### src/rtl/lsc_pkg.sv
// ----------------------------------------------------------------------------
// lsc_pkg
// Shared widths, codes and types of the line segment clipper.
// ----------------------------------------------------------------------------
package lsc_pkg;

  localparam int COORD_BITS      = 16;
  localparam int PARAM_FRAC_BITS = 16;
  localparam int OUT_FRAC_BITS   = 4;

  localparam int OUT_BITS   = COORD_BITS + OUT_FRAC_BITS;
  localparam int DIFF_BITS  = COORD_BITS + 1;
  localparam int MAG_BITS   = COORD_BITS + 1;
  localparam int REM_BITS   = MAG_BITS + 1;
  localparam int U_BITS     = PARAM_FRAC_BITS + 1;
  localparam int PROD_BITS  = U_BITS + 1 + DIFF_BITS;
  localparam int SHIFT_BITS = PARAM_FRAC_BITS - OUT_FRAC_BITS;

  localparam logic [U_BITS-1:0] U_ONE = {1'b1, {PARAM_FRAC_BITS{1'b0}}};
  localparam logic [U_BITS-1:0] U_SAT = U_ONE | U_BITS'(1);

  // quotient bits resolved per divider stage
  localparam int STEP_BITS  = 3;
  localparam int DIV_STAGES = (U_BITS + STEP_BITS - 1) / STEP_BITS;

  localparam int NUM_TESTS   = 4;
  localparam int QUEUE_DEPTH = 4;
  localparam int PTR_BITS    = $clog2(QUEUE_DEPTH);
  localparam int CNT_BITS    = PTR_BITS + 1;

  localparam int ADDR_BITS    = 4;
  localparam int CFG_IDX_BITS = 2;
  localparam logic [CFG_IDX_BITS-1:0] CFG_LEFT   = 2'd0;
  localparam logic [CFG_IDX_BITS-1:0] CFG_RIGHT  = 2'd1;
  localparam logic [CFG_IDX_BITS-1:0] CFG_BOTTOM = 2'd2;
  localparam logic [CFG_IDX_BITS-1:0] CFG_TOP    = 2'd3;

  typedef struct packed {
    logic                p_pos;
    logic                p_neg;
    logic                q_neg;
    logic                q_pos;
    logic [MAG_BITS-1:0] mag_q;
    logic [MAG_BITS-1:0] mag_p;
  } bound_t;

  typedef struct packed {
    logic signed [COORD_BITS-1:0] x1;
    logic signed [COORD_BITS-1:0] y1;
    logic signed [DIFF_BITS-1:0]  dx;
    logic signed [DIFF_BITS-1:0]  dy;
    bound_t [NUM_TESTS-1:0]       bnd;
  } seg_t;

  typedef struct packed {
    logic full;
    logic empty;
  } qstat_t;

  typedef struct packed {
    logic [REM_BITS-1:0] rem;
    logic [U_BITS-1:0]   quo;
    logic                sat;
  } div_t;

endpackage

### src/rtl/lsc_queue.sv
// ----------------------------------------------------------------------------
// lsc_queue
// Short register queue between the classifying front and the clipping back.
// ----------------------------------------------------------------------------
module lsc_queue (
  input  logic           clk,
  input  logic           rst,
  input  logic           wr,
  input  lsc_pkg::seg_t  wdata,
  input  logic           rd,
  output lsc_pkg::seg_t  rdata,
  output lsc_pkg::qstat_t stat
);
  import lsc_pkg::*;

  seg_t                mem [QUEUE_DEPTH];
  logic [PTR_BITS-1:0] wr_ptr, rd_ptr;
  logic [CNT_BITS-1:0] count;

  assign rdata      = mem[rd_ptr];
  assign stat.full  = (count == CNT_BITS'(QUEUE_DEPTH));
  assign stat.empty = (count == '0);

  always_ff @(posedge clk) begin
    if (wr) begin
      mem[wr_ptr] <= wdata;
    end
  end

  always_ff @(posedge clk) begin
    if (rst) begin
      wr_ptr <= '0;
      rd_ptr <= '0;
      count  <= '0;
    end else begin
      if (wr) wr_ptr <= wr_ptr + 1'b1;
      if (rd) rd_ptr <= rd_ptr + 1'b1;
      if (wr && !rd) count <= count + 1'b1;
      else if (rd && !wr) count <= count - 1'b1;
    end
  end

endmodule

### config.mk
export PLATFORM = sky130hd
export DESIGN_NAME = lsc_queue
export DESIGN_NICKNAME = d
export VERILOG_FILES = /design/src/rtl/lsc_pkg.sv /design/src/rtl/lsc_queue.sv
export SDC_FILE = /design/constraint.sdc
export NUM_CORES = 1
export LEC_CHECK = 0
export ABC_CLOCK_PERIOD_IN_PS = 8000
export BUFFER_PORTS_ARGS = -buffer_cell sky130_fd_sc_hd__buf_2
export CORE_ASPECT_RATIO = 0.7
export CORE_UTILIZATION = 55
export DETAILED_ROUTE_END_ITERATION = 12
export PLACE_DENSITY_LB_ADDON = 0.15
export SLEW_MARGIN = 30
export SYNTH_ARGS = -nofsm -noshare
export SYNTH_HDL_FRONTEND = slang
export SYNTH_SLANG_ARGS = --single-unit
### constraint.sdc
create_clock -name clk -period 8 [get_ports clk]
set_input_delay 0.4 -clock clk [delete_from_list [all_inputs] [get_ports clk]]
set_output_delay 0.4 -clock clk [all_outputs]
set_load 0.02 [all_outputs]
# Word level (Yosys, flattened, before mapping)
# Memories as Yosys holds them, arrays and structs flattened. A register that Yosys moved wholly into a read port is not among the register bits.
# Cells that the tools add are included.
dict set report totals {
  regBits 7
  ramBits 872
  input_bits 222
  out_inout_bits 220
  wordCells 21
  mem_count 1
}
dict set report op_classes {
  n_addsub 4
  eq_ne 1
  muxes 6
  reduce_logical 6
}
# name words word_bits read_ports rd_clocked_by_memory_dff wr line
set mem_list {}
lappend mem_list {mem 4 218 1 1 1 lsc_queue.sv:16} ;# seg_t mem [QUEUE_DEPTH];
# cell count
set ops {}
lappend ops {{2-to-1 mux 3 bit} 2}
lappend ops {{adder 2 x 1 -> 2 bit, second input constant} 2}
lappend ops {{2-to-1 mux 2 bit} 2}
lappend ops {{adder 3 x 1 -> 3 bit, second input constant} 1}
lappend ops {{== test 3 bit, second input constant} 1}
lappend ops {{logical NOT 3 bit} 1}
lappend ops {{subtractor 3 x 1 -> 3 bit, second input constant} 1}
lappend ops {{logical AND 1 bit} 2}
lappend ops {{logical NOT 1 bit} 2}
lappend ops {{2-to-1 mux 1 bit} 2}
lappend ops {{nonzero test 2 bit} 1}

# Depth between registers and ports, before layout
dict set report logic_depth {
  depth_word 4
  depth_mapped 7
  depth_no_buf 7
}

# Worst setup path after synthesis
# OpenSTA, ideal clock, no wires.
dict set report synth_path {
  kind {register to register}
  from {register wr_ptr[0]}
  to {memory mem[0][0] (netlist name), enable pin}
  setup_time_ns 0.605
  arrival_time_ns 5.494
  required_ns 7.395
  path_slack_ns 1.901
  path_stages_with_launch 4
  n_path_buf 0
  period_less_slack_ns 6.099
  cell_sequence {dfxtp_1 inv_1 ha_1 and2_1}
}
# item line
set synth_rtl {}
lappend synth_rtl {{from (decl)} lsc_queue.sv:17} ;# logic [PTR_BITS-1:0] wr_ptr, rd_ptr;
lappend synth_rtl {{from (signal assigned)} lsc_queue.sv:36} ;# if (wr) wr_ptr <= wr_ptr + 1'b1;
lappend synth_rtl {{to (decl)} lsc_queue.sv:16}
# No word-level cell before the write port.

==> results.sh <==
export IMPL_status="finished, final reports clean"
export IMPL_setup_viol_count_final=0
export IMPL_finalHoldViolCount=0
export IMPL_synth_distinct_cells=22
export IMPL_whs_ns=0.04658
export IMPL_p_total_mw=10.17
export IMPL_hold_class="primary input to flop"
export IMPL_fin_cells=2713
export IMPL_final_nets=2120
export IMPL_postRouteAntennaNets=0
export IMPL_crit_arrival_ns=3.53
export IMPL_num_io_pins=442
export IMPL_post_drt_wl_per_cell_um=22.70
export IMPL_drc=0
export IMPL_drv_cap=0
export IMPL_r2r_setup_slack_ns=4.89
export IMPL_worstSetupPathType="flop to output pin"
export IMPL_die_w_um=289.4
export IMPL_start_kind="flop"
export IMPL_core_um2=56990
export IMPL_drive_gt1_share_pct=40.49
export IMPL_grt_pass1_vias=15951
export IMPL_pwr_density_cell_nw_per_um2=256.9
export IMPL_netlist_instances=1182
export IMPL_critical_path_max_fanout=35
export IMPL_ys_warn_count=0
export IMPL_avgSynthCellArea_um2=26.91
export IMPL_ys_ff_latch=881
export IMPL_netlist_area_leader_share_pct=82.32
export IMPL_p_leak_nw=13.39
export IMPL_grt_start_max_net_pins=88
export IMPL_ir_drop_v=0.0002237
export IMPL_synth_fp_nets=1410
export IMPL_clockRootBuffer="clkbuf_16"
export IMPL_placementRows=73
export IMPL_timing_fmax_mhz=254.7
export IMPL_drt_wl_total_um=61580
export IMPL_ys_async_sr_fraction_pct=0
export IMPL_fin_crit_ns=3.927
export IMPL_cts_buffer_depth=3
export IMPL_skew_ns=0.01167
export IMPL_postCtsSetupBuffers=0
export IMPL_dpl_cell_count=2343
export IMPL_seq_area_frac_synth_pct=82.89
export IMPL_dr_pass1_iters=5
export IMPL_met2_usage_pct=35.79
export IMPL_finalMaxSlewViolations=0
export IMPL_insertion_delay_ns=0.60
export IMPL_start_util_pct=55.81
export IMPL_gp_congestion=0.7454
export IMPL_numPortBuffers=441
export IMPL_antenna_found_initial=7
export IMPL_worst_pin_slew_ns=0.9621
export IMPL_rsz0062_at_grt="false"
export IMPL_required_ns=7.60
export IMPL_synth_common_cells="edfxtp_1, mux4_2, buf_2"
export IMPL_cts_tree="yes"
export IMPL_cts_resized=0
export IMPL_avgViaCountPerCell=5.490
export IMPL_htreeDepth=3
export IMPL_area_growth_synth_to_final_pct=24.49
export IMPL_hold_buffers=217
export IMPL_die_height_um=203.2
export IMPL_cts_sinks=881
export IMPL_timing_final_crit_share_pct=49.09
export IMPL_grt_met3_usage_pct=5.727
export IMPL_vias=14895
export IMPL_busiest_layer="met2"
export IMPL_end_kind="output pin"
export IMPL_place_hpwl_um=35360
export IMPL_grt_first_pass_wirelength_um=92780
export IMPL_cts_made_buffers=80
export IMPL_path_clk_slew_ns=0.06
export IMPL_syn_area_um2=31810
export IMPL_die_area_um2=58810
export IMPL_grtUsageMet1_pct=27.68
export IMPL_slew_headroom_pct=35.86
export IMPL_groute_usage_overall_pct=21.31
export IMPL_ys_flop_type="edfxtp_1"
export IMPL_drtIter0Drc=838
export IMPL_yosysMostFrequentCell="edfxtp_1"
export IMPL_finalSetupTns_ns=0
export IMPL_grt_remaining_overflow=0
export IMPL_synthTopCellsByArea="edfxtp_1, mux4_2, dfxtp_1"
export IMPL_synth_largest_area_cell="edfxtp_1"
export IMPL_synth_enable_flop_cells=872
-- cell type report --
| cell class | count | area (µm²) |
|---|---|---|
| Antenna cell | 7 | 17.52 |
| Clock buffer | 98 | 2069 |
| Clock inverter | 48 | 425.4 |
| Fill cell | 3492 | 17400 |
| Inverter | 4 | 15.01 |
| Multi-Input combinational cell | 248 | 5150 |
| Sequential cell | 881 | 26370 |
| Tap cell | 750 | 938.4 |
| Timing Repair Buffer | 677 | 4609 |
-- layer usage --
metal	wire length [µm]	vias up
met4	1256	0
met3	4157	77
li1	-	6578
met2	32100	400
met1	24070	7840
met5	0	-
-- flip-flops by register name, indices dropped and copies added (netlist names), named ones only --
name and flops:
wr_ptr 2, mem 872, count 3, rd_ptr 2
-- cells in the final DEF (no fill, tap or decap), types with 3 or more instances in the layout --
master         count
buf_4              9
inv_6              4
and2_4             4
xor2_1             3
buf_2            441
dfxtp_1            7
clkinv_1          20
inv_1              4
clkinv_2          13
buf_6              6
nor2_1             7
dlygate4sd3_1    217
mux4_2           218
ha_1               5
diode_2            7
edfxtp_1         872
clkbuf_1          18
bufinv_16          7
clkbuf_16         80
-- worst max-delay path, cell delays in order (launching register included) --
cell and delay (ns):
dfxtp_4 0.80, buf_4 0.57, buf_4 0.68, mux4_2 0.62, buf_2 0.19
-- worst paths after layout --
| path | depth (start not counted) | endpoint | from |
|---|---|---|---|
| worst max-delay path | 4 | rdata[61] | flop |
| worst min-delay path | 1 | mem[0][177]$_DFFE_PP_ | wdata[177] |
| worst max register to register | 5 | mem[2][212]$_DFFE_PP_ | wr_ptr[0]$_SDFFE_PP0P_ |
| worst min register to register | 2 | count[2]$_SDFFE_PP0P_ | count[2]$_SDFFE_PP0P_ |
-- power breakdown --
| part | switching [mW] | internal [mW] | leakage, nW |
|---|---|---|---|
| sequential | 0.0629 | 5.31 | 8.08 |
| clock | 1.57 | 2.07 | 1.22 |
| combinational | 0.668 | 0.491 | 4.09 |
-- cell families after synthesis --
logic type / share of synthesized area, %
AO/OA/AOI/OAI: 0.03144
XOR/XNOR: 0.1377
adder cells (fa/ha/maj): 0.2596
multiplexers: 15.50
buffers and inverters: 0.9519
flip-flops: 82.89
AND/OR/NAND/NOR: 0.2321
-- metrics by stage --
step,util (%),setup slack [ns],area [µm²]
final,69.48,4.073,39600
after global routing,69.47,3.761,39600
after CTS,69.44,3.905,39580
after detailed placement,61.25,4.568,34910
after global placement,61.12,4.613,34840
after floorplan,-,1.901,31810
Note: power is estimated with default switching activity, not from simulation.
