===== config.mk =====
export PLATFORM = sky130hd
export DESIGN_NAME = lsc_front
export DESIGN_NICKNAME = d
export VERILOG_FILES = /design/src/rtl/lsc_pkg.sv /design/src/rtl/lsc_front.sv
export SDC_FILE = /design/constraint.sdc
export NUM_CORES = 1
export LEC_CHECK = 0
export ABC_AREA = 1
export BUFFER_PORTS_ARGS = -buffer_cell sky130_fd_sc_hd__buf_2
export CAP_MARGIN = 20
export CORE_MARGIN = 2
export CORE_UTILIZATION = 40
export DETAILED_ROUTE_END_ITERATION = 8
export MAX_ROUTING_LAYER = met4
export PLACE_DENSITY_LB_ADDON = 0.1
export SYNTH_ARGS = -nofsm -noshare
export SYNTH_HDL_FRONTEND = slang
export SYNTH_SLANG_ARGS = --single-unit

===== constraint.sdc =====
create_clock -name vclk -period 9.54
set_clock_uncertainty 0.15 [all_clocks]
set_input_delay 0.477 -clock vclk [all_inputs]
set_output_delay 0.477 -clock vclk [all_outputs]
set_load 0.05 [all_outputs]

===== src/rtl/lsc_pkg.sv =====
// ----------------------------------------------------------------------------
// lsc_pkg
// Shared widths, codes and types of the line segment clipper.
// ----------------------------------------------------------------------------
package lsc_pkg;

  localparam int COORD_BITS      = 16;
  localparam int PARAM_FRAC_BITS = 16;
  localparam int OUT_FRAC_BITS   = 4;

  localparam int OUT_BITS   = COORD_BITS + OUT_FRAC_BITS;
  localparam int DIFF_BITS  = COORD_BITS + 1;
  localparam int MAG_BITS   = COORD_BITS + 1;
  localparam int REM_BITS   = MAG_BITS + 1;
  localparam int U_BITS     = PARAM_FRAC_BITS + 1;
  localparam int PROD_BITS  = U_BITS + 1 + DIFF_BITS;
  localparam int SHIFT_BITS = PARAM_FRAC_BITS - OUT_FRAC_BITS;

  localparam logic [U_BITS-1:0] U_ONE = {1'b1, {PARAM_FRAC_BITS{1'b0}}};
  localparam logic [U_BITS-1:0] U_SAT = U_ONE | U_BITS'(1);

  // quotient bits resolved per divider stage
  localparam int STEP_BITS  = 3;
  localparam int DIV_STAGES = (U_BITS + STEP_BITS - 1) / STEP_BITS;

  localparam int NUM_TESTS   = 4;
  localparam int QUEUE_DEPTH = 4;
  localparam int PTR_BITS    = $clog2(QUEUE_DEPTH);
  localparam int CNT_BITS    = PTR_BITS + 1;

  localparam int ADDR_BITS    = 4;
  localparam int CFG_IDX_BITS = 2;
  localparam logic [CFG_IDX_BITS-1:0] CFG_LEFT   = 2'd0;
  localparam logic [CFG_IDX_BITS-1:0] CFG_RIGHT  = 2'd1;
  localparam logic [CFG_IDX_BITS-1:0] CFG_BOTTOM = 2'd2;
  localparam logic [CFG_IDX_BITS-1:0] CFG_TOP    = 2'd3;

  typedef struct packed {
    logic                p_pos;
    logic                p_neg;
    logic                q_neg;
    logic                q_pos;
    logic [MAG_BITS-1:0] mag_q;
    logic [MAG_BITS-1:0] mag_p;
  } bound_t;

  typedef struct packed {
    logic signed [COORD_BITS-1:0] x1;
    logic signed [COORD_BITS-1:0] y1;
    logic signed [DIFF_BITS-1:0]  dx;
    logic signed [DIFF_BITS-1:0]  dy;
    bound_t [NUM_TESTS-1:0]       bnd;
  } seg_t;

  typedef struct packed {
    logic full;
    logic empty;
  } qstat_t;

  typedef struct packed {
    logic [REM_BITS-1:0] rem;
    logic [U_BITS-1:0]   quo;
    logic                sat;
  } div_t;

endpackage


===== src/rtl/lsc_front.sv =====
// ----------------------------------------------------------------------------
// lsc_front
// Forms the four boundary tests of a segment: signs and magnitudes of p, q.
// ----------------------------------------------------------------------------
module lsc_front (
  input  logic signed [lsc_pkg::COORD_BITS-1:0] window_left,
  input  logic signed [lsc_pkg::COORD_BITS-1:0] window_right,
  input  logic signed [lsc_pkg::COORD_BITS-1:0] window_bottom,
  input  logic signed [lsc_pkg::COORD_BITS-1:0] window_top,
  input  logic signed [lsc_pkg::COORD_BITS-1:0] start_x,
  input  logic signed [lsc_pkg::COORD_BITS-1:0] start_y,
  input  logic signed [lsc_pkg::COORD_BITS-1:0] end_x,
  input  logic signed [lsc_pkg::COORD_BITS-1:0] end_y,
  output lsc_pkg::seg_t                         seg
);
  import lsc_pkg::*;

  logic signed [DIFF_BITS-1:0] p [NUM_TESTS];
  logic signed [DIFF_BITS-1:0] q [NUM_TESTS];
  logic signed [DIFF_BITS-1:0] dx, dy;

  function automatic logic [MAG_BITS-1:0] mag(logic signed [DIFF_BITS-1:0] v);
    logic signed [DIFF_BITS-1:0] n;
    n = -v;
    return v[DIFF_BITS-1] ? MAG_BITS'(n) : MAG_BITS'(v);
  endfunction

  always_comb begin
    dx = DIFF_BITS'(end_x) - DIFF_BITS'(start_x);
    dy = DIFF_BITS'(end_y) - DIFF_BITS'(start_y);
    p[0] = -dx;
    q[0] = DIFF_BITS'(start_x) - DIFF_BITS'(window_left);
    p[1] = dx;
    q[1] = DIFF_BITS'(window_right) - DIFF_BITS'(start_x);
    p[2] = -dy;
    q[2] = DIFF_BITS'(start_y) - DIFF_BITS'(window_bottom);
    p[3] = dy;
    q[3] = DIFF_BITS'(window_top) - DIFF_BITS'(start_y);
    seg.x1 = start_x;
    seg.y1 = start_y;
    seg.dx = dx;
    seg.dy = dy;
    for (int t = 0; t < NUM_TESTS; t++) begin
      seg.bnd[t].p_pos = !p[t][DIFF_BITS-1] && (p[t] != '0);
      seg.bnd[t].p_neg = p[t][DIFF_BITS-1];
      seg.bnd[t].q_neg = q[t][DIFF_BITS-1];
      seg.bnd[t].q_pos = !q[t][DIFF_BITS-1] && (q[t] != '0);
      seg.bnd[t].mag_q = mag(q[t]);
      seg.bnd[t].mag_p = mag(p[t]);
    end
  end

endmodule


== Yosys cells after proc, flatten, opt, wreduce, memory -nomap -nowiden ==
Cells that the tools add are included.

* Add/sub/neg operators: 14
* Muxes and demuxes: 8
* Reduce and logical (&&, ||, !) cells: 24

{| class="wikitable"
|+ Operator list
! kind !! number
|-
| 17-bit 2-to-1 mux || 8
|-
| 17-bit negator || 8
|-
| 17-bit nonzero test || 8
|-
| 16-bit by 16-bit subtractor with 17-bit output || 6
|-
| 1-bit logical AND || 8
|-
| 1-bit logical NOT || 8
|}

* Flip-flop bits (word level): 0
* Input bits: 128
* Output and inout port bits: 218
* Logic and storage cells: 46

== Logic depth before layout (Yosys ltp) ==
Gate-level depths: netlist of the first run.

* Word-level depth: 4
* Depth in mapped cells: 24
* Gate-level depth less buffers: 23

== Worst setup path after synthesis of the first run ==
OpenSTA, ideal clock, no wires.

* Kind: input to output
* Start: input port end_x[0] (netlist bit)
* End: output port seg[2] (netlist bit)
* Arrival time: 4927 ps
* Required time: 8913 ps
* Slack: 3986 ps
* Stages: 19
* Buffers on the path: 3
* Path through: inv_1 > ha_1 > fa_1 > inv_1 > nand3_1 > nand2_2 > nand3_1 > nand3_1 > nand2_1 > nand3_1 > nand2_1 > a22oi_1 > clkbuf_1 > inv_1 > ha_1 > clkbuf_1 > inv_1 > clkbuf_1 > o21ai_0

{| class="wikitable"
|+ RTL lines
! item !! line !! text
|-
| start, declared || lsc_front.sv:12 || <nowiki>input logic signed [lsc_pkg::COORD_BITS-1:0] end_x,</nowiki>
|-
| end, declared || lsc_front.sv:14 || <nowiki>output lsc_pkg::seg_t seg</nowiki>
|}

==> flow_metrics.py, run 1 <==
metrics = {
    "detailed_routing": {
        "dr_total_vias": 11886,
        "viasPerCell": 4.840,
        "wl_per_cell_um": 13.07,
        "drt_iter0_drc": 605,
        "dr.pass1.iters": 5,
        "drt-total-wl_mm": 32.09,
        "antenna_left": 0,
        "drc": 0,
    },
    "floorplan": {
        "core_region_area_um2": 23540,
        "num_rows": 56,
        "dieHeight_um": 159.3,
        "io_pins": 346,
        "die-area_um2": 25380,
        "die_w_um": 159.3,
        "start_util": 0.4099,
    },
    "setup_path": {
        "crit_path_max_incr_delay_ns": 0.69,
        "slowest_stage": "a21oi_2",
        "crit_type": "in2out",
        "cp-end-kind": "output pin",
        "critPathBufInv": 7,
        "crit_path_cell_trace": "buf_2, inv_1, ha_1, nand2_1, nor2_1, nand2_1, nand3_2, nand3_1, nand2_1, nand2_1, inv_1, nor4_1, a21oi_2, inv_1, ha_1, inv_1, o21ai_1, xor2_1, inv_1, buf_2",
        "start_kind": "primary input",
        "cp_max_fo": 26,
        "critPathTopFamily": "buffers and inverters",
        "required_ns": 8.91,
        "cp_data_arrival_time_ns": 4.46,
        "crit_top_cell": "inv_1",
    },
    "placed_design": {
        "dp_hpwl_mm": 28.73,
        "io_buffers": 346,
        "gp_congestion": 0.9096,
    },
    "timing": {
        "setup_violations": 0,
        "hold-worst-slack_ns": 1.123,
        "tightest_slew_ns": 0.9476,
        "rsz0062_at_grt": "false",
        "setup_tns_ns": 0,
        "period_share": 0.5334,
        "final-hold-violation-count": 0,
        "fmax_mhz": 196.5,
        "period_needed_ns": 5.089,
        "maxSlewHeadroom": 0.3683,
        "slew_viol_final": 0,
    },
    "grt": {
        "grt_overflow_total": 0,
        "grt_use_total": 0.2424,
        "antenna_found_initial": 5,
        "grt_pass1_wl_mm": 51.04,
        "grt_max_degree": 33,
        "grt_pass1_vias": 10656,
    },
    "final_layout": {
        "seq_area_um2": 0,
        "drive_gt1_frac": 0.1970,
        "syn_to_final_growth_pct": 18.76,
        "fillers": 2767,
        "clkbuf_count": 0,
        "seq_cell_count": 0,
        "multi_input_area_um2": 8066,
        "fin_nets": 2375,
    },
    "run": {
        "drv_cap": 0,
    },
    "logic_synthesis": {
        "syn_nets": 2078,
        "syn_area_um2": 9649,
        "synth_area_leaders": "nand2_1 (22%), ha_1 (14%), inv_1 (12%)",
        "synth_top_area_frac": 0.2233,
        "synthCells": 1837,
        "synth_cell_types": 46,
        "yosysSeqAreaShare": 0,
        "synth_top_area_cell": "nand2_1",
        "yosysWarningCount": 0,
        "syn_area_per_cell_um2": 5.253,
    },
    "status": {
        "status": "completed",
    },
    "clock_tree": {
        "postCtsHoldBufs": 0,
        "cts_setup_buffers": 0,
        "cts.repair.resized": 0,
    },
    "power_and_ir_drop": {
        "p_per_area_nw_per_um2": 157.1,
        "ir_worst_vdd_mv": 0.1322,
        "leakagePower_nw": 7.089,
    },
    "min_path": {
        "hold_path.class": "in2out",
    },
}
-- kinds of logic after synthesis --
| group | count (synthesis) | share of synthesized area |
|---|---|---|
| AOI/OAI and AO/OA | 180 | 0.1022 |
| xor gates and xnor gates | 121 | 0.1106 |
| adders and majority gates | 113 | 0.1512 |
| buffers and inverters | 380 | 0.1640 |
| and+or+nand+nor | 1043 | 0.4720 |
-- layer usage --
| layer | vias to the layer above | global-route usage | part of all wire | wire length [µm] |
|---|---|---|---|---|
| li1 | 6396 | - | - | - |
| met1 | 5174 | 0.3087 | 0.47 | 15120 |
| met2 | 292 | 0.4285 | 0.47 | 14960 |
| met3 | 24 | 0.01771 | 0.046 | 1477 |
| met4 | 0 | 0.03554 | 0.017 | 533 |
| met5 | - | - | 0 | 0 |
-- final timing paths --
path | slack [ns] | from | cells past startpoint | endpoint
setup / recovery | 4.45 | start_y[2] | 20 | seg[85]
hold / removal | 1.12 | start_x[14] | 2 | seg[216]
-- layout by cell type (no fill, tap or decap), types with 4 or more instances in the layout --
cell        n
a22oi_1     4
nor2_1    155
buf_4       4
o21ai_0    73
xnor2_1    41
o21ai_1     4
inv_2       7
nand2_1   574
nand4_1    55
fa_1        6
diode_2     5
inv_1     317
nor3_1     16
xor2_1     79
buf_2     346
nand3b_1    8
a21boi_0    4
nand3_1   170
a21boi_1    4
ha_1      107
nand2_2    29
nor2_2     11
nor2_4      7
a21oi_1    75
-- power by group --
group | internal, mW | switching (mW)
clock network | 0.0000000701 | 0
registers | 0 | 0
logic | 0.428 | 1.37
total | 0.428 | 1.37
-- cell type report --
| class | instances | share of cell area |
|---|---|---|
| Timing Repair Buffer | 350 | 0.1537 |
| Inverter | 325 | 0.1065 |
| Tap cell | 319 | 0.03483 |
| Antenna cell | 5 | 0.001092 |
| Multi-Input combinational cell | 1457 | 0.7039 |
-- cells in the mapped netlist (8+ instances only) --
cell,instances
nand4_1,55
nand3b_1,8
nand2_1,574
ha_1,107
nand3_1,170
nor2_1,155
clkbuf_1,13
buf_4,39
nand2_2,29
a21oi_1,75
xor2_1,79
o21ai_0,73
nor2_2,11
xnor2_1,41
inv_1,317
nor3_1,16
-- metrics by stage --
stage,total power [mW],worst slack [ns],util,instance area [µm²],instances
2_1_floorplan,1.425,3.986,-,9649,1837
3_3_place_gp,1.796,4.656,0.4862,11450,2451
3_5_place_dp,1.803,4.495,0.4862,11450,2451
4_1_cts,1.808,4.473,0.4862,11450,2451
5_1_grt,1.941,4.079,0.4868,11460,2456
6_report,1.801,4.451,0.4868,11460,2456
Note: power is estimated with default switching activity, not from simulation.
==> run 2: changes to the inputs <==
==> constraint.sdc (replaced) <==
create_clock -name vclk -period 5
set_clock_uncertainty 0.15 [all_clocks]
set_input_delay 0.25 -clock vclk [all_inputs]
set_output_delay 0.25 -clock vclk [all_outputs]
set_load 0.05 [all_outputs]
==> run 2 against run 1 <==
  * Die area is the same
  * Global-route usage shrank 0.16 points
  * First-iteration DRC count grew 2.1%
  * Flip-flop and latch count did not move
  * Non-clock buffer count increased by 1
  * Total power up 91%
  * Wire length down 1.6%
  * Design area about the same
  * Combinational power up 91%
==> flow_metrics.py, run 2 (synthesis results as in run 1) <==
metrics = {
    "status": {
        "status": "completed",
    },
    "grt": {
        "grt_pass1_wl_mm": 50.87,
        "antenna_found_initial": 4,
        "grt_max_degree": 32,
        "grt_overflow_total": 0,
        "grt_use_total": 0.2408,
        "grt_pass1_vias": 10558,
    },
    "run": {
        "drv_cap": 0,
    },
    "final_layout": {
        "layout_common_cells": "nand2_1 (574), buf_2 (346), inv_1 (317), nand3_1 (170), nor2_1 (155)",
        "stdcell_count": 2457,
        "seq_cell_count": 0,
        "drive_gt1_frac": 0.1974,
        "final_common_cell": "nand2_1",
        "clkbuf_count": 0,
        "syn_to_final_growth_pct": 18.84,
        "fin_nets": 2376,
        "seq_area_um2": 0,
    },
    "power_and_ir_drop": {
        "p_seq_frac": 0,
        "p_comb_frac": 1.000,
        "clkPwrFrac": 0,
        "p_switching_mw": 2.618,
        "leakagePower_nw": 7.094,
        "p_sw_frac": 0.7621,
        "ir_worst_vdd_mv": 0.2615,
        "internal_power_uw": 817.2,
        "p_per_area_nw_per_um2": 299.5,
    },
    "min_path": {
        "holdCritStartpoint": "start_x[15]",
        "min_to": "seg[217]",
        "hold_depth": 2,
        "hold_path.class": "in2out",
    },
    "floorplan": {
        "die-area_um2": 25380,
        "num_rows": 56,
        "die_w_um": 159.3,
        "dieHeight_um": 159.3,
        "io_pins": 346,
        "start_util": 0.4099,
        "core_region_area_um2": 23540,
    },
    "placed_design": {
        "dp_hpwl_mm": 28.27,
        "gp_congestion": 0.9000,
        "io_buffers": 346,
        "place_inst": 2452,
    },
    "timing": {
        "rsz0062_at_grt": "false",
        "slew_viol_final": 0,
        "final-hold-violation-count": 0,
        "period_share": 0.8726,
        "maxSlewHeadroom": 0.5995,
        "tightest_slew_ns": 0.5986,
        "setup_violations": 0,
        "setup_tns_ns": 0,
        "period_needed_ns": 4.363,
        "fmax_mhz": 229.2,
    },
    "setup_path": {
        "crit_path_cell_trace": "buf_2, ha_1, inv_1, fa_1, inv_1, ha_1, inv_1, nor2_1, nand3_1, nor2_1, nand2_1, nor2_4, nand3_1, nor3_1, nand3_1, inv_1, ha_1, inv_1, o21ai_1, xor2_1, inv_1, buf_2",
        "cp-end-kind": "output pin",
        "required_ns": 4.60,
        "crit_path_max_incr_delay_ns": 0.47,
        "crit_top_cell": "inv_1",
        "cp_max_fo": 16,
        "crit_type": "in2out",
        "slowest_stage": "fa_1",
        "start_kind": "primary input",
        "cp_data_arrival_time_ns": 3.96,
    },
    "clock_tree": {
        "postCtsHoldBufs": 0,
        "cts_setup_buffers": 0,
        "cts.repair.resized": 0,
    },
    "detailed_routing": {
        "drc": 0,
        "viasPerCell": 4.875,
        "dr_total_vias": 11977,
        "wl_per_cell_um": 12.85,
        "dr.pass1.iters": 5,
        "antenna_left": 0,
        "drt-total-wl_mm": 31.58,
        "drt_iter0_drc": 618,
    },
}
[run 2: area by class of cell]
class | count | area [µm²]
Timing Repair Buffer | 351 | 1769
Fill cell | 2680 | 12080
Tap cell | 319 | 399.1
Inverter | 325 | 1220
Antenna cell | 5 | 12.51
Multi-Input combinational cell | 1457 | 8066
[run 2: worst max path at each step]
stage	start	end	slack [ns]	cells after the start
6_report	start_y[0]	seg[85]	0.64	22
5_1_grt	start_y[0]	seg[85]	0.21	22
4_1_cts	start_y[0]	seg[85]	0.63	22
3_5_place_dp	start_y[0]	seg[85]	0.64	22
3_3_place_gp	start_y[0]	seg[85]	0.80	22
2_1_floorplan	end_y[0]	seg[79]	0.05	21
[run 2: power by group through the flow]
| stage | registers, mW | logic, mW | clock network, mW |
|---|---|---|---|
| after CTS | 0 | 3.45 | 0 |
| after global placement | 0 | 3.43 | 0 |
| final | 0 | 3.43 | 0.000000134 |
| after detailed placement | 0 | 3.44 | 0 |
| after floorplan | 0 | 2.72 | 0 |
| after global routing | 0 | 3.71 | 0.000000107 |
[run 2: worst max-delay path, delay by kind of cell]
kind | cells | cell delay [ns]
compound gates | 1 | 0.15
buf+inv | 8 | 1.22
simple gates | 8 | 1.04
fa+ha+maj | 4 | 1.12
xor+xnor | 1 | 0.17
[run 2: per-layer routing]
| layer | vias to the layer above | GRT usage | part of all wire |
|---|---|---|---|
| li1 | 6393 | - | - |
| met1 | 5245 | 0.3147 | 0.46 |
| met2 | 327 | 0.4275 | 0.48 |
| met3 | 12 | 0.01198 | 0.048 |
| met4 | 0 | 0.01901 | 0.0098 |
| met5 | - | - | 0 |
[run 2: stage by stage]
step | total power [mW] | util | area [µm²] | worst slack, ns | hold WS [ns]
floorplan | 2.720 | - | 9649 | 0.05369 | 0.5171
global placement | 3.429 | 0.4866 | 11450 | 0.8022 | 0.6673
detailed placement | 3.439 | 0.4866 | 11450 | 0.6393 | 0.6694
CTS | 3.448 | 0.4866 | 11450 | 0.6280 | 0.6698
global route | 3.710 | 0.4870 | 11460 | 0.2071 | 0.6760
finish | 3.435 | 0.4871 | 11470 | 0.6371 | 0.6686
